### src/sv/rrpt_pkg.sv
// Shared types, codes and constants for the round-robin process table.
package rrpt_pkg;

  localparam int unsigned DefMaxSlots = 16;
  localparam int unsigned PidW        = 32;
  localparam int unsigned PrioW       = 8;
  localparam int unsigned RunW        = 32;

  typedef enum logic [1:0] {
    OP_CREATE    = 2'd0,
    OP_TERMINATE = 2'd1,
    OP_SCHEDULE  = 2'd2,
    OP_LOOKUP    = 2'd3
  } op_e;

  typedef enum logic [1:0] {
    PS_READY      = 2'd0,
    PS_RUNNING    = 2'd1,
    PS_BLOCKED    = 2'd2,
    PS_TERMINATED = 2'd3
  } pstat_e;

  // one table row
  typedef struct packed {
    logic [PidW-1:0]  pid;
    pstat_e           status;
    logic [PrioW-1:0] prio;
    logic [RunW-1:0]  runs;
  } slot_t;

  // datapath operation for the current cycle
  typedef enum logic [4:0] {
    DP_NOP,
    DP_LOAD,
    DP_CREATE,
    DP_SRCH_RD,
    DP_SRCH_MISS,
    DP_HIT,
    DP_SHIFT_RD,
    DP_SHIFT_WR,
    DP_CLR_RD,
    DP_CLR_WR,
    DP_ADV,
    DP_MOD,
    DP_SCAN_RD,
    DP_SCAN_MISS,
    DP_RUN_WR,
    DP_FIN_RD,
    DP_EMIT
  } dp_op_e;

  typedef struct packed {
    dp_op_e op;
  } dp_cmd_t;

  typedef struct packed {
    op_e  op;          // captured opcode
    logic full;        // table holds MAX_SLOTS entries
    logic empty;       // no entries
    logic cur_valid;   // a current process is marked
    logic idx_end;     // search index has passed the live entries
    logic idx_last;    // search index is the last live entry
    logic shift_last;  // this shift write is the final one
    logic match;       // read row carries the target id
    logic rot_wrap;    // rotating index + 1 lies above the live count
    logic mod_last;    // final remainder step
    logic slot_ready;  // read row is ready
    logic scan_last;   // final scan step of this tick
    logic out_free;    // result register can take a new item
  } dp_status_t;

  typedef enum logic [3:0] {
    S_IDLE,
    S_DISPATCH,
    S_CREATE,
    S_SRCH_RD,
    S_SRCH_CHK,
    S_SHIFT_RD,
    S_SHIFT_WR,
    S_CLR_RD,
    S_CLR_WR,
    S_ADV,
    S_MOD,
    S_SCAN_RD,
    S_SCAN_CHK,
    S_RUN_WR,
    S_FIN_RD,
    S_DONE
  } ctrl_state_e;

endpackage

### src/sv/rrpt_ctrl.sv
// Sequencer for the process table: walks each operation through its steps.
module rrpt_ctrl (
  input  logic                    clk_i,
  input  logic                    rst_ni,
  input  logic                    in_valid_i,
  output logic                    in_ready_o,
  input  rrpt_pkg::dp_status_t    status_i,
  output rrpt_pkg::dp_cmd_t       cmd_o
);
  import rrpt_pkg::*;

  ctrl_state_e state_q, state_d;

  always_ff @(posedge clk_i or negedge rst_ni) begin
    if (!rst_ni) begin
      state_q <= S_IDLE;
    end else begin
      state_q <= state_d;
    end
  end

  // next state
  always_comb begin
    state_d = state_q;
    unique case (state_q)
      S_IDLE: begin
        if (in_valid_i) state_d = S_DISPATCH;
      end
      S_DISPATCH: begin
        unique case (status_i.op)
          OP_CREATE:    state_d = status_i.full ? S_FIN_RD : S_CREATE;
          OP_SCHEDULE: begin
            if (status_i.empty)          state_d = S_FIN_RD;
            else if (status_i.cur_valid) state_d = S_CLR_RD;
            else                         state_d = S_ADV;
          end
          default:      state_d = S_SRCH_RD;
        endcase
      end
      S_CREATE:   state_d = S_FIN_RD;
      S_SRCH_RD:  state_d = status_i.idx_end ? S_FIN_RD : S_SRCH_CHK;
      S_SRCH_CHK: begin
        if (!status_i.match) begin
          state_d = S_SRCH_RD;
        end else if (status_i.op == OP_TERMINATE && !status_i.idx_last) begin
          state_d = S_SHIFT_RD;
        end else begin
          state_d = S_FIN_RD;
        end
      end
      S_SHIFT_RD: state_d = S_SHIFT_WR;
      S_SHIFT_WR: state_d = status_i.shift_last ? S_FIN_RD : S_SHIFT_RD;
      S_CLR_RD:   state_d = S_CLR_WR;
      S_CLR_WR:   state_d = S_ADV;
      S_ADV:      state_d = status_i.rot_wrap ? S_MOD : S_SCAN_RD;
      S_MOD:      state_d = status_i.mod_last ? S_SCAN_RD : S_MOD;
      S_SCAN_RD:  state_d = S_SCAN_CHK;
      S_SCAN_CHK: begin
        if (status_i.slot_ready)      state_d = S_RUN_WR;
        else if (status_i.scan_last)  state_d = S_FIN_RD;
        else                          state_d = S_ADV;
      end
      S_RUN_WR:   state_d = S_FIN_RD;
      S_FIN_RD:   state_d = S_DONE;
      S_DONE: begin
        if (status_i.out_free) state_d = S_IDLE;
      end
      default:    state_d = S_IDLE;
    endcase
  end

  // outputs
  always_comb begin
    in_ready_o = 1'b0;
    cmd_o.op   = DP_NOP;
    unique case (state_q)
      S_IDLE: begin
        in_ready_o = 1'b1;
        if (in_valid_i) cmd_o.op = DP_LOAD;
      end
      S_DISPATCH: cmd_o.op = DP_NOP;
      S_CREATE:   cmd_o.op = DP_CREATE;
      S_SRCH_RD:  cmd_o.op = status_i.idx_end ? DP_NOP : DP_SRCH_RD;
      S_SRCH_CHK: cmd_o.op = status_i.match ? DP_HIT : DP_SRCH_MISS;
      S_SHIFT_RD: cmd_o.op = DP_SHIFT_RD;
      S_SHIFT_WR: cmd_o.op = DP_SHIFT_WR;
      S_CLR_RD:   cmd_o.op = DP_CLR_RD;
      S_CLR_WR:   cmd_o.op = DP_CLR_WR;
      S_ADV:      cmd_o.op = DP_ADV;
      S_MOD:      cmd_o.op = DP_MOD;
      S_SCAN_RD:  cmd_o.op = DP_SCAN_RD;
      S_SCAN_CHK: cmd_o.op = status_i.slot_ready ? DP_NOP : DP_SCAN_MISS;
      S_RUN_WR:   cmd_o.op = DP_RUN_WR;
      S_FIN_RD:   cmd_o.op = DP_FIN_RD;
      S_DONE:     cmd_o.op = status_i.out_free ? DP_EMIT : DP_NOP;
      default:    cmd_o.op = DP_NOP;
    endcase
  end

endmodule

### src/sv/rrpt_dp.sv
// Datapath for the process table: slot memory, counters, remainder unit, result register.
module rrpt_dp #(
  parameter  int unsigned MAX_SLOTS = rrpt_pkg::DefMaxSlots,
  localparam int unsigned IdxW      = $clog2(MAX_SLOTS),
  localparam int unsigned CntW      = $clog2(MAX_SLOTS + 1)
) (
  input  logic                          clk_i,
  input  logic                          rst_ni,
  input  rrpt_pkg::op_e                 in_op_i,
  input  logic [rrpt_pkg::PidW-1:0]     in_pid_i,
  input  logic [rrpt_pkg::PrioW-1:0]    in_prio_i,
  input  rrpt_pkg::dp_cmd_t             cmd_i,
  output rrpt_pkg::dp_status_t          status_o,
  input  logic                          out_ready_i,
  output logic                          out_valid_o,
  output logic [rrpt_pkg::PidW-1:0]     created_pid_o,
  output logic [rrpt_pkg::PidW-1:0]     running_pid_o,
  output logic                          found_o,
  output logic [1:0]                    found_state_o,
  output logic [rrpt_pkg::PrioW-1:0]    found_priority_o,
  output logic [rrpt_pkg::RunW-1:0]     found_run_count_o,
  output logic [CntW-1:0]               live_count_o
);
  import rrpt_pkg::*;

  localparam int unsigned ModCntW = $clog2(CntW);

  // slot memory, one row per process
  slot_t mem [MAX_SLOTS];
  slot_t rd_q;

  // control state
  op_e              op_q;
  logic [CntW-1:0]  count_q;
  logic [PidW-1:0]  next_id_q;
  logic [IdxW-1:0]  cur_slot_q;
  logic             cur_valid_q;
  logic [IdxW-1:0]  rot_q;
  logic [CntW-1:0]  idx_q;
  logic [CntW-1:0]  k_q;
  logic [ModCntW-1:0] mod_cnt_q;
  logic             out_valid_q;

  // payload
  logic [PidW-1:0]  pid_q;
  logic [PrioW-1:0] prio_q;
  logic [PidW-1:0]  created_q;
  logic             found_q;
  pstat_e           fstate_q;
  logic [PrioW-1:0] fprio_q;
  logic [RunW-1:0]  fruns_q;
  logic [CntW-1:0]  rem_q;
  logic [CntW-1:0]  mod_val_q;

  logic [PidW-1:0]  o_created_q, o_running_q;
  logic             o_found_q;
  pstat_e           o_fstate_q;
  logic [PrioW-1:0] o_fprio_q;
  logic [RunW-1:0]  o_fruns_q;
  logic [CntW-1:0]  o_live_q;

  // memory port controls
  logic             wr_en, rd_en;
  logic [IdxW-1:0]  wr_addr, rd_addr;
  slot_t            wr_data;

  // derived values
  logic [CntW:0]    idx_p1, idx_p2, cnt_x, k_p1, trial, new_rem;
  logic [CntW-1:0]  rot_v;
  logic [IdxW-1:0]  idx_a;
  logic             emit;

  assign idx_a   = idx_q[IdxW-1:0];
  assign idx_p1  = {1'b0, idx_q} + (CntW+1)'(1);
  assign idx_p2  = {1'b0, idx_q} + (CntW+1)'(2);
  assign cnt_x   = {1'b0, count_q};
  assign k_p1    = {1'b0, k_q} + (CntW+1)'(1);
  assign rot_v   = CntW'(rot_q) + CntW'(1);
  assign trial   = {rem_q, mod_val_q[CntW-1]};
  assign new_rem = (trial >= cnt_x) ? (trial - cnt_x) : trial;
  assign emit    = (cmd_i.op == DP_EMIT);

  always_comb begin
    status_o.op         = op_q;
    status_o.full       = (count_q == CntW'(MAX_SLOTS));
    status_o.empty      = (count_q == '0);
    status_o.cur_valid  = cur_valid_q;
    status_o.idx_end    = (idx_q >= count_q);
    status_o.idx_last   = (idx_p1 >= cnt_x);
    status_o.shift_last = (idx_p2 >= cnt_x);
    status_o.match      = (rd_q.pid == pid_q);
    status_o.rot_wrap   = (rot_v > count_q);
    status_o.mod_last   = (mod_cnt_q == '0);
    status_o.slot_ready = (rd_q.status == PS_READY);
    status_o.scan_last  = (k_p1 == cnt_x);
    status_o.out_free   = !out_valid_q || out_ready_i;
  end

  // memory port selection
  always_comb begin
    wr_en   = 1'b0;
    wr_addr = idx_a;
    wr_data = rd_q;
    rd_en   = 1'b0;
    rd_addr = idx_a;
    case (cmd_i.op)
      DP_CREATE: begin
        wr_en          = 1'b1;
        wr_addr        = count_q[IdxW-1:0];
        wr_data.pid    = next_id_q;
        wr_data.status = PS_READY;
        wr_data.prio   = prio_q;
        wr_data.runs   = '0;
      end
      DP_SRCH_RD:  rd_en = 1'b1;
      DP_HIT: begin
        wr_en          = (op_q == OP_TERMINATE);
        wr_data.status = PS_TERMINATED;
      end
      DP_SHIFT_RD: begin
        rd_en   = 1'b1;
        rd_addr = idx_p1[IdxW-1:0];
      end
      DP_SHIFT_WR: wr_en = 1'b1;
      DP_CLR_RD: begin
        rd_en   = 1'b1;
        rd_addr = cur_slot_q;
      end
      DP_CLR_WR: begin
        wr_en          = 1'b1;
        wr_addr        = cur_slot_q;
        wr_data.status = PS_READY;
      end
      DP_SCAN_RD: begin
        rd_en   = 1'b1;
        rd_addr = rot_q;
      end
      DP_RUN_WR: begin
        wr_en          = 1'b1;
        wr_addr        = rot_q;
        wr_data.status = PS_RUNNING;
        wr_data.runs   = rd_q.runs + RunW'(1);
      end
      DP_FIN_RD: begin
        rd_en   = 1'b1;
        rd_addr = cur_slot_q;
      end
      default: ;
    endcase
  end

  always_ff @(posedge clk_i) begin
    if (wr_en) mem[wr_addr] <= wr_data;
    if (rd_en) rd_q <= mem[rd_addr];
  end

  // control registers
  always_ff @(posedge clk_i or negedge rst_ni) begin
    if (!rst_ni) begin
      op_q        <= OP_CREATE;
      count_q     <= '0;
      next_id_q   <= PidW'(1);
      cur_slot_q  <= '0;
      cur_valid_q <= 1'b0;
      rot_q       <= '0;
      idx_q       <= '0;
      k_q         <= '0;
      mod_cnt_q   <= '0;
      out_valid_q <= 1'b0;
    end else begin
      if (emit)             out_valid_q <= 1'b1;
      else if (out_ready_i) out_valid_q <= 1'b0;
      case (cmd_i.op)
        DP_LOAD: begin
          op_q  <= in_op_i;
          idx_q <= '0;
          k_q   <= '0;
        end
        DP_CREATE: begin
          next_id_q <= next_id_q + PidW'(1);
          count_q   <= count_q + CntW'(1);
        end
        DP_SRCH_MISS: idx_q <= idx_p1[CntW-1:0];
        DP_HIT: begin
          if (op_q == OP_TERMINATE && status_o.idx_last) count_q <= count_q - CntW'(1);
        end
        DP_SHIFT_WR: begin
          idx_q <= idx_p1[CntW-1:0];
          if (status_o.shift_last) count_q <= count_q - CntW'(1);
        end
        DP_ADV: begin
          if (status_o.rot_wrap)     mod_cnt_q <= ModCntW'(CntW - 1);
          else if (rot_v == count_q) rot_q     <= '0;
          else                       rot_q     <= rot_v[IdxW-1:0];
        end
        DP_MOD: begin
          mod_cnt_q <= mod_cnt_q - ModCntW'(1);
          if (status_o.mod_last) rot_q <= new_rem[IdxW-1:0];
        end
        DP_SCAN_MISS: k_q <= k_p1[CntW-1:0];
        DP_RUN_WR: begin
          cur_slot_q  <= rot_q;
          cur_valid_q <= 1'b1;
        end
        default: ;
      endcase
    end
  end

  // payload registers
  always_ff @(posedge clk_i) begin
    case (cmd_i.op)
      DP_LOAD: begin
        pid_q     <= in_pid_i;
        prio_q    <= in_prio_i;
        created_q <= '0;
        found_q   <= 1'b0;
        fstate_q  <= PS_READY;
        fprio_q   <= '0;
        fruns_q   <= '0;
      end
      DP_CREATE: created_q <= next_id_q;
      DP_HIT: begin
        found_q <= 1'b1;
        if (op_q == OP_TERMINATE) begin
          fstate_q <= PS_TERMINATED;
        end else begin
          fstate_q <= rd_q.status;
          fprio_q  <= rd_q.prio;
          fruns_q  <= rd_q.runs;
        end
      end
      DP_ADV: begin
        mod_val_q <= rot_v;
        rem_q     <= '0;
      end
      DP_MOD: begin
        rem_q     <= new_rem[CntW-1:0];
        mod_val_q <= mod_val_q << 1;
      end
      DP_EMIT: begin
        o_created_q <= created_q;
        o_running_q <= cur_valid_q ? rd_q.pid : '0;
        o_found_q   <= found_q;
        o_fstate_q  <= fstate_q;
        o_fprio_q   <= fprio_q;
        o_fruns_q   <= fruns_q;
        o_live_q    <= count_q;
      end
      default: ;
    endcase
  end

  assign out_valid_o       = out_valid_q;
  assign created_pid_o     = o_created_q;
  assign running_pid_o     = o_running_q;
  assign found_o           = o_found_q;
  assign found_state_o     = o_fstate_q;
  assign found_priority_o  = o_fprio_q;
  assign found_run_count_o = o_fruns_q;
  assign live_count_o      = o_live_q;

endmodule

### src/sv/round_robin_process_table_core.sv
// Top level of the round-robin process table: sequencer, datapath and stream ports.
//
//  channel   dir  handshake               payload
//  --------  ---  ----------------------  -----------------------------------------------
//  s_axis    in   tvalid_i / tready_o     tuser: opcode; tdata: target_pid, new_priority
//  m_axis    out  tvalid_o / tready_i     tdata: created_pid .. live_count (see port)
//
//  One item at a time. Create writes a new row unless the table is full; lookup/terminate
//  search the live rows in order, and a terminate hit shifts the later rows down; schedule
//  returns the current process to ready, then scans on from the rotating index (remainder
//  steps run only when the rotating index lies beyond the live count, at most once per tick).
//  The slot memory has a registered read: every row visit is a read then a check.
//  Reset clears counters and markers only; slot row contents are never used before written.
//  A result waiting in the output register does not block the next item's intake; the
//  item after it holds in its last step until the register drains.
module round_robin_process_table_core #(
  parameter  int unsigned MAX_SLOTS = rrpt_pkg::DefMaxSlots,
  localparam int unsigned CntW      = $clog2(MAX_SLOTS + 1),
  localparam int unsigned OutBits   = 107 + CntW,
  localparam int unsigned OutW      = ((OutBits + 7) / 8) * 8
) (
  input  logic             clk_i,
  input  logic             rst_ni,
  input  logic             s_axis_tvalid_i,
  output logic             s_axis_tready_o,
  input  logic [39:0]      s_axis_tdata_i,   // target_pid[31:0], new_priority[39:32]
  input  logic [1:0]       s_axis_tuser_i,   // opcode[1:0]
  output logic             m_axis_tvalid_o,
  input  logic             m_axis_tready_i,
  output logic [OutW-1:0]  m_axis_tdata_o    // created_pid, running_pid, found,
                                             // found_state, found_priority,
                                             // found_run_count, live_count, zero pad
);
  import rrpt_pkg::*;

  dp_cmd_t    cmd;
  dp_status_t status;

  logic [PidW-1:0]  created_pid, running_pid;
  logic             found;
  logic [1:0]       found_state;
  logic [PrioW-1:0] found_priority;
  logic [RunW-1:0]  found_run_count;
  logic [CntW-1:0]  live_count;

  rrpt_ctrl u_ctrl (
    .clk_i      (clk_i),
    .rst_ni     (rst_ni),
    .in_valid_i (s_axis_tvalid_i),
    .in_ready_o (s_axis_tready_o),
    .status_i   (status),
    .cmd_o      (cmd)
  );

  rrpt_dp #(
    .MAX_SLOTS (MAX_SLOTS)
  ) u_dp (
    .clk_i             (clk_i),
    .rst_ni            (rst_ni),
    .in_op_i           (op_e'(s_axis_tuser_i)),
    .in_pid_i          (s_axis_tdata_i[31:0]),
    .in_prio_i         (s_axis_tdata_i[39:32]),
    .cmd_i             (cmd),
    .status_o          (status),
    .out_ready_i       (m_axis_tready_i),
    .out_valid_o       (m_axis_tvalid_o),
    .created_pid_o     (created_pid),
    .running_pid_o     (running_pid),
    .found_o           (found),
    .found_state_o     (found_state),
    .found_priority_o  (found_priority),
    .found_run_count_o (found_run_count),
    .live_count_o      (live_count)
  );

  // pack results, lowest field first
  assign m_axis_tdata_o = OutW'({live_count, found_run_count, found_priority,
                                 found_state, found, running_pid, created_pid});

`ifndef SYNTH
  // an accepted item keeps the intake closed on the next cycle
  assert property (@(posedge clk_i) disable iff (!rst_ni)
    (s_axis_tvalid_i && s_axis_tready_o) |=> !s_axis_tready_o)
    else $error("intake open straight after accepting an item");

  // a create result never reports a match
  assert property (@(posedge clk_i) disable iff (!rst_ni)
    (m_axis_tvalid_o && (created_pid != '0)) |-> !found)
    else $error("create result carries a match flag");

  // live count never exceeds the table size
  assert property (@(posedge clk_i) disable iff (!rst_ni)
    m_axis_tvalid_o |-> (live_count <= CntW'(MAX_SLOTS)))
    else $error("live count above table size");
`endif

endmodule

### config.mk
export PLATFORM = sky130hd
export DESIGN_NAME = round_robin_process_table_core
export DESIGN_NICKNAME = d
export VERILOG_FILES = /design/src/sv/rrpt_pkg.sv /design/src/sv/rrpt_ctrl.sv /design/src/sv/rrpt_dp.sv /design/src/sv/round_robin_process_table_core.sv
export SDC_FILE = /design/constraint.sdc
export NUM_CORES = 2
export LEC_CHECK = 0
export BUFFER_PORTS_ARGS = -buffer_cell sky130_fd_sc_hd__buf_2
export CORE_UTILIZATION = 45
export DETAILED_ROUTE_END_ITERATION = 8
export GPL_TIMING_DRIVEN = 0
export SKIP_CTS_REPAIR_TIMING = 1
export SYNTH_ARGS = -nofsm -noshare
export SYNTH_HDL_FRONTEND = slang
export SYNTH_SLANG_ARGS = --single-unit
### constraint.sdc
create_clock -name clk_i -period 21.4 [get_ports clk_i]
set_input_delay 1.07 -clock clk_i [delete_from_list [all_inputs] [get_ports clk_i]]
set_output_delay 1.07 -clock clk_i [all_outputs]
set_load 0.02 [all_outputs]
[After elaboration in Yosys (flattened, before gate mapping)]
Memories as Yosys holds them, arrays and structs flattened. A register that Yosys moved wholly into a read port is not among the register bits.
Index checks and enable logic that the tools add are counted.
Cells by class
  multiplexer cells: 56
  multiply operators: 0
  add/sub/neg operators: 10
  shifts and indexed selects: 0
  equality and inequality tests: 45
  bitwise gates (word level): 0
  div/mod/pow operators: 0
  order comparisons: 5
  reductions and logical operators: 28
Operator list (count)
  32-bit one-hot mux with 2 select lines: 3
  5-bit one-hot mux with 16 select lines: 1
  32-bit by 1-bit adder with 32-bit output (second input constant): 2
  32-bit 2-to-1 mux: 2
  4-bit one-hot mux with 15 select lines: 1
  4-bit 2-to-1 mux: 14
  5-bit by 4-bit == test with 1-bit output (second input constant): 8
  5-bit one-hot mux with 2 select lines: 4
  32-bit == test: 1
  4-bit == test (second input constant): 8
  4-bit one-hot mux with 3 select lines: 2
  5-bit by 3-bit == test with 1-bit output (second input constant): 4
  5-bit 2-to-1 mux: 4
  6-bit by 5-bit >= comparator with 1-bit output: 3
  4-bit by 3-bit == test with 1-bit output (second input constant): 4
  8-bit 2-to-1 mux: 2
  4-bit one-hot mux with 2 select lines: 2
  8-bit one-hot mux with 2 select lines: 1
  5-bit one-hot mux with 3 select lines: 1
  5-bit by 1-bit adder with 6-bit output (second input constant): 2
  2-bit != test (second input constant): 6
  2-bit nonzero test: 6
  5-bit by 2-bit == test with 1-bit output (second input constant): 2
  5-bit == test (second input constant): 2
  36 further kinds: 59
Word-level totals
  output and inout port bits: 114
  RAM bits: 1184
  memories kept: 1
  input port bits: 46
  flip-flop bits (word level): 303
  latch bits: 0
  ROM bits: 0
  logic and storage cells: 172
Memories
  u_dp.mem: depth 16, bits a word 74, rd ports 1, clocked after Yosys merged registers in 1, write ports 1, line rrpt_dp.sv:29  | slot_t mem [MAX_SLOTS];

[Logic depth before layout (Yosys ltp)]
  depth in word-level cells: 9
  mapped depth: 13
  mapped depth without buffers: 13

[Hierarchy]
Synthesis repeated with hierarchy kept, for this count alone.
Second synthesis, totals
  cell total of the unflattened synthesis: 3560
  area, all modules: 61114.9 um^2
Modules (own cells, without submodules)
  rrpt_dp: cells an instance 3470, area an instance 60511.8 um^2, instances 1, seq. area each 46445.8 um^2
  rrpt_ctrl: cells an instance 89, area an instance 595.6 um^2, instances 1, seq. area each 100.1 um^2
  round_robin_process_table_core: cells an instance 1, area an instance 7.5 um^2, instances 1, seq. area each 0.0 um^2

[Least setup slack after synthesis]
OpenSTA, ideal clock, no wires.
  path kind: reg-to-reg
  from: register u_dp.count_q[4]
  to: memory u_dp.mem[4][0] in the netlist's numbering, enable pin
  path buffers: 2
  arrival time: 9493 ps
  path slack: 11219 ps
  stages on the path, launching flop included: 11
  setup time: 688 ps
  clock period less this slack: 10181 ps
  required time: 20712 ps
  path through: dfrtp_1 clkbuf_1 inv_1 ha_1 and3_1 a221oi_2 a32o_1 nor3_4 buf_6 o221a_2 nor4_1
Between the ends
  longest elaborated chain between the ends: 8
  elaborated cells on any way between the ends: 13
  classes of those cells: 1 x order compare; 5 x eq/ne; 6 x mux; 1 x reduce/logical
RTL lines
  start, declared: line rrpt_dp.sv:34  | logic [CntW-1:0] count_q;
  start signal, assigned: line rrpt_dp.sv:181  | count_q <= count_q + CntW'(1);
  start signal, assigned: line rrpt_dp.sv:185  | if (op_q == OP_TERMINATE && status_o.idx_last) count_q <= count_q - CntW'(1);
  start signal, assigned: line rrpt_dp.sv:189  | if (status_o.shift_last) count_q <= count_q - CntW'(1);
  5-bit >= comparator (*): line rrpt_dp.sv:88  | status_o.idx_end = (idx_q >= count_q);
  2-bit 2-to-1 mux (*): line rrpt_ctrl.sv:83  | S_SRCH_RD: cmd_o.op = status_i.idx_end ? DP_NOP : DP_SRCH_RD;
  5-bit one-hot mux with 16 select lines (*): line rrpt_ctrl.sv:76  | unique case (state_q)
  5-bit by 4-bit == test with 1-bit output (tied with other cells): line rrpt_dp.sv:106  | case (cmd_i.op)
  4-bit OR reduction (no source line)
  1-bit one-hot mux with 2 select lines: line rrpt_dp.sv:106
  1-bit 2-to-1 mux: line rrpt_dp.sv:153  | if (wr_en) mem[wr_addr] <= wr_data;
  1-bit 2-to-1 mux (not written as such): line rrpt_dp.sv:153
  end, declared: line rrpt_dp.sv:29
Every way passes the cells marked *; elsewhere a longest branch is shown, timed or not.

[Worst setup path in the final report]
  from: register u_dp.count_q[1]
  to: memory u_dp.mem[0][44] in the netlist's numbering, enable pin
Between the ends
  longest elaborated chain between the ends: 8
  elaborated cells on any way between the ends: 13
  classes of those cells: 1 x order compare; 5 x eq/ne; 6 x mux; 1 x reduce/logical
RTL lines (line)
  5-bit >= comparator: rrpt_dp.sv:88
  2-bit 2-to-1 mux: rrpt_ctrl.sv:83
  5-bit one-hot mux with 16 select lines: rrpt_ctrl.sv:76
  5-bit by 4-bit == test with 1-bit output (tied with other cells): rrpt_dp.sv:106
  4-bit OR reduction (no source line)
  1-bit one-hot mux with 2 select lines: rrpt_dp.sv:106
  1-bit 2-to-1 mux: rrpt_dp.sv:153
  1-bit 2-to-1 mux (not written as such): rrpt_dp.sv:153
Parallel ways exist; a longest one is shown, timed or not.

==> metrics.yaml <==
status:
  status: "complete, no violations"
routing:
  via_count: 35808
  viasPerCell: 5.64
  detail_route.wl_per_cell_um: 26.4
  dr.pass1.iters: 5
  drt_iter0_markers: 3717
  wl_um: 167000
  ant_nets: 0
  drc: 0
final_layout:
  area_delta_synth_final_pct: 16.6
  layout-drive-gt1-share_pct: 20.4
  fin_nets: 4420
floorplan:
  dieArea_mm2: 0.142
  die_w_um: 377
  fp.dieH_um: 377
  rows: 137
  ios: 160
  core_mm2: 0.140
  start_util_pct: 45.4
yosys:
  yosysWarnings: 0
  synthArstFlopShare_pct: 4.23
  syn_avg_cell_area_um2: 16.8
  ys_seq_area_share_pct: 73.5
  yosys_register_bits: 1561
  syn_nets: 3853
  netlist_instances: 3770
  synth_flop_cell: "edfxtp_1"
  synth_cell_types: 86
  synth_edf_count: 1495
  synth_area_mm2: 0.0633
global_routing:
  grt-ovfl-total: 0
  grt_antenna_before_repair: 4
  grt_pass1_wl_um: 241000
  grt_start_max_net_pins: 59
  track_usage_pct: 23.5
  grt_pass1_vias: 35016
worst_setup_path:
  worstPathCellList: "inv_1, ha_1, inv_1, a21o_1, a221oi_2, a32oi_1, buf_2, nand3_1, o221ai_1, nor4_2, buf_6, buf_6, buf_4, buf_4, buf_4, buf_4"
  arrival_ns: 6.48
  critical_path_buf_inv_count: 9
  crit_path_max_incr_delay_ns: 1.00
  cp-end-kind: "flip-flop"
  required_ns: 21.88
  cp_max_fo: 10
  crit_type: "flip-flop to flip-flop"
  cp_common_cell: "buf_4"
  reg2reg_depth: 16
  cp-start-kind: "flip-flop"
  cp_slowest_cell: "nor4_2"
  critPathTopFamily: "buffers and inverters"
  cp.depth: 16
  timing.rr.end: "u_dp.mem[0][44]"
  r2r_setup_slack_ns: 15.40
  r2r-start: "u_dp.count_q[1]"
timing:
  rsz0062_at_grt: "false"
  hold_viol: 0
  final_max_slew_viol_count: 0
  fin_skew_ns: 0.0343
  finalSetupViolCount: 0
  layout_min_cycle_time_ns: 6.00
  max_freq_ghz: 0.167
  tightest_slew_ns: 1.40
  timing.setup.tns_ns: 0
  max_slew_margin_pct: 5.97
  period_share_pct: 28.0
clock_network:
  cts.sinks: 1561
  clock_latency_ns: 0.80
  numCtsBuffers: 164
  cts_buffer_depth: 3
  root_buffer: "clkbuf_16"
  cts_tree: "done"
  htree_num_levels: 4
  clk_pin_slew_ns: 0.06
placement:
  portBuffers: 159
  dp_hpwl_um: 115000
  gp_congestion: 0.870
run:
  maxCapViolCount: 0
power_and_ir_drop:
  power_mw: 12.2
  leakage_nw: 27.4
  ir_worst_vdd_mv: 0.137
  power-per-cell-area_mw_per_mm2: 165
worst_hold_path:
  hold_class: "input port to asynchronous set/reset pin"
[cells in the mapped netlist (21+ instances only)]
cell type / number / area share [%]
edfxtp_1: 1495 / 71
mux2i_1: 607 / 9.6
nand2_1: 259 / 1.5
o211ai_1: 156 / 1.9
nand3_1: 129 / 1.0
mux2_2: 124 / 2.2
and2_1: 85 / 0.84
a22oi_1: 78 / 0.93
clkbuf_1: 72 / 0.43
dfrtp_1: 65 / 2.6
xnor2_1: 63 / 0.87
nor2_1: 56 / 0.33
buf_2: 46 / 0.36
o21ai_0: 44 / 0.35
a21o_1: 43 / 0.51
and3_1: 43 / 0.42
buf_4: 42 / 0.50
ha_1: 35 / 0.69
inv_1: 35 / 0.21
mux2_1: 33 / 0.59
nand4_1: 26 / 0.26
buf_6: 25 / 0.44
xor2_1: 23 / 0.32
a21oi_1: 21 / 0.17
nor4_1: 21 / 0.21
[report_power, final]
part	switching (mW)	internal, mW
clock	1.17	1.59
sequential	0.261	4.55
combinational	3.08	1.55
total	4.51	7.69
[sequential cells by signal (all words and copies together) (netlist names), 8 cells and up]
signal / flops
u_dp.created_pid_o: 32
u_dp.created_q: 32
u_dp.found_priority_o: 8
u_dp.found_run_count_o: 32
u_dp.fprio_q: 8
u_dp.fruns_q: 32
u_dp.mem: 1184
u_dp.next_id_q: 32
u_dp.pid_q: 32
u_dp.prio_q: 8
u_dp.rd_q: 74
u_dp.running_pid_o: 32
[placed cells by master (no fill, tap or decap), types with 35 or more instances in the layout]
| cell | count |
|---|---|
| dfrtp_1 | 65 |
| and2_1 | 84 |
| buf_2 | 206 |
| nand3_1 | 129 |
| buf_6 | 59 |
| and3_1 | 43 |
| clkbuf_1 | 119 |
| o211ai_1 | 156 |
| mux2i_1 | 607 |
| nand2_1 | 258 |
| edfxtp_1 | 1495 |
| nor2_1 | 55 |
| a22oi_1 | 78 |
| a21o_1 | 43 |
| xnor2_1 | 63 |
| ha_1 | 35 |
| mux2_2 | 124 |
| buf_4 | 243 |
| clkbuf_16 | 167 |
[worst max-delay path by stage]
stage	from	to	slack (ns)
6_report	u_dp.count_q[1]	u_dp.mem[0][44]	15.40
5_1_grt	u_dp.count_q[1]	u_dp.mem[0][38]	15.19
3_5_place_dp	u_dp.count_q[1]	u_dp.mem[0][46]	15.48
4_1_cts	u_dp.count_q[1]	u_dp.mem[0][45]	15.41
2_1_floorplan	u_dp.count_q[4]	u_dp.mem[4][0]	11.22
3_3_place_gp	u_dp.count_q[1]	u_dp.mem[7][23]	0.62
[area by class of cell]
class                           instances  area, µm²
Clock buffer                          217       4400
Inverter                               36        135
Buffer                                198       1150
Clock inverter                         85        781
Timing Repair Buffer                  401       2830
Tap cell                             1876       2350
Multi-Input combinational cell       1975      15600
Fill cell                           11362      65700
Sequential cell                      1561      46500
Antenna cell                            2       5.00
[cell families after synthesis]
group                    synth area share, %
adder cells (fa/ha/maj)                0.755
XOR/XNOR                                1.19
buffers and inverters                   2.03
multiplexers                            12.4
flip-flops                              73.5
AO/OA/AOI/OAI                           4.82
AND/OR/NAND/NOR                         5.29
[layer usage]
metal	routed length [µm]	vias to the layer above	part of all wire, %	track usage [%]
met2	76000	1437	45	36.3
met5	0	-	0	0
met4	4030	0	2.4	6.47
met3	12600	268	7.6	4.13
li1	-	15821	-	-
met1	74700	18282	45	34.2
[stage by stage]
stage / hold WS (ns) / instance area, µm² / utilization (%) / cells / setup WS, ns
after global routing: 0.0776 / 73800 / 52.9 / 6349 / 15.19
after detailed placement: 0.405 / 68600 / 49.2 / 6046 / 15.48
after floorplan: 0.400 / 63300 / - / 3770 / 11.22
after CTS: 0.0530 / 73800 / 52.9 / 6348 / 15.41
final: 0.112 / 73800 / 52.9 / 6351 / 15.40
after global placement: 0.404 / 66400 / 47.6 / 5805 / 0.617
(Power assumes the default switching activity.)
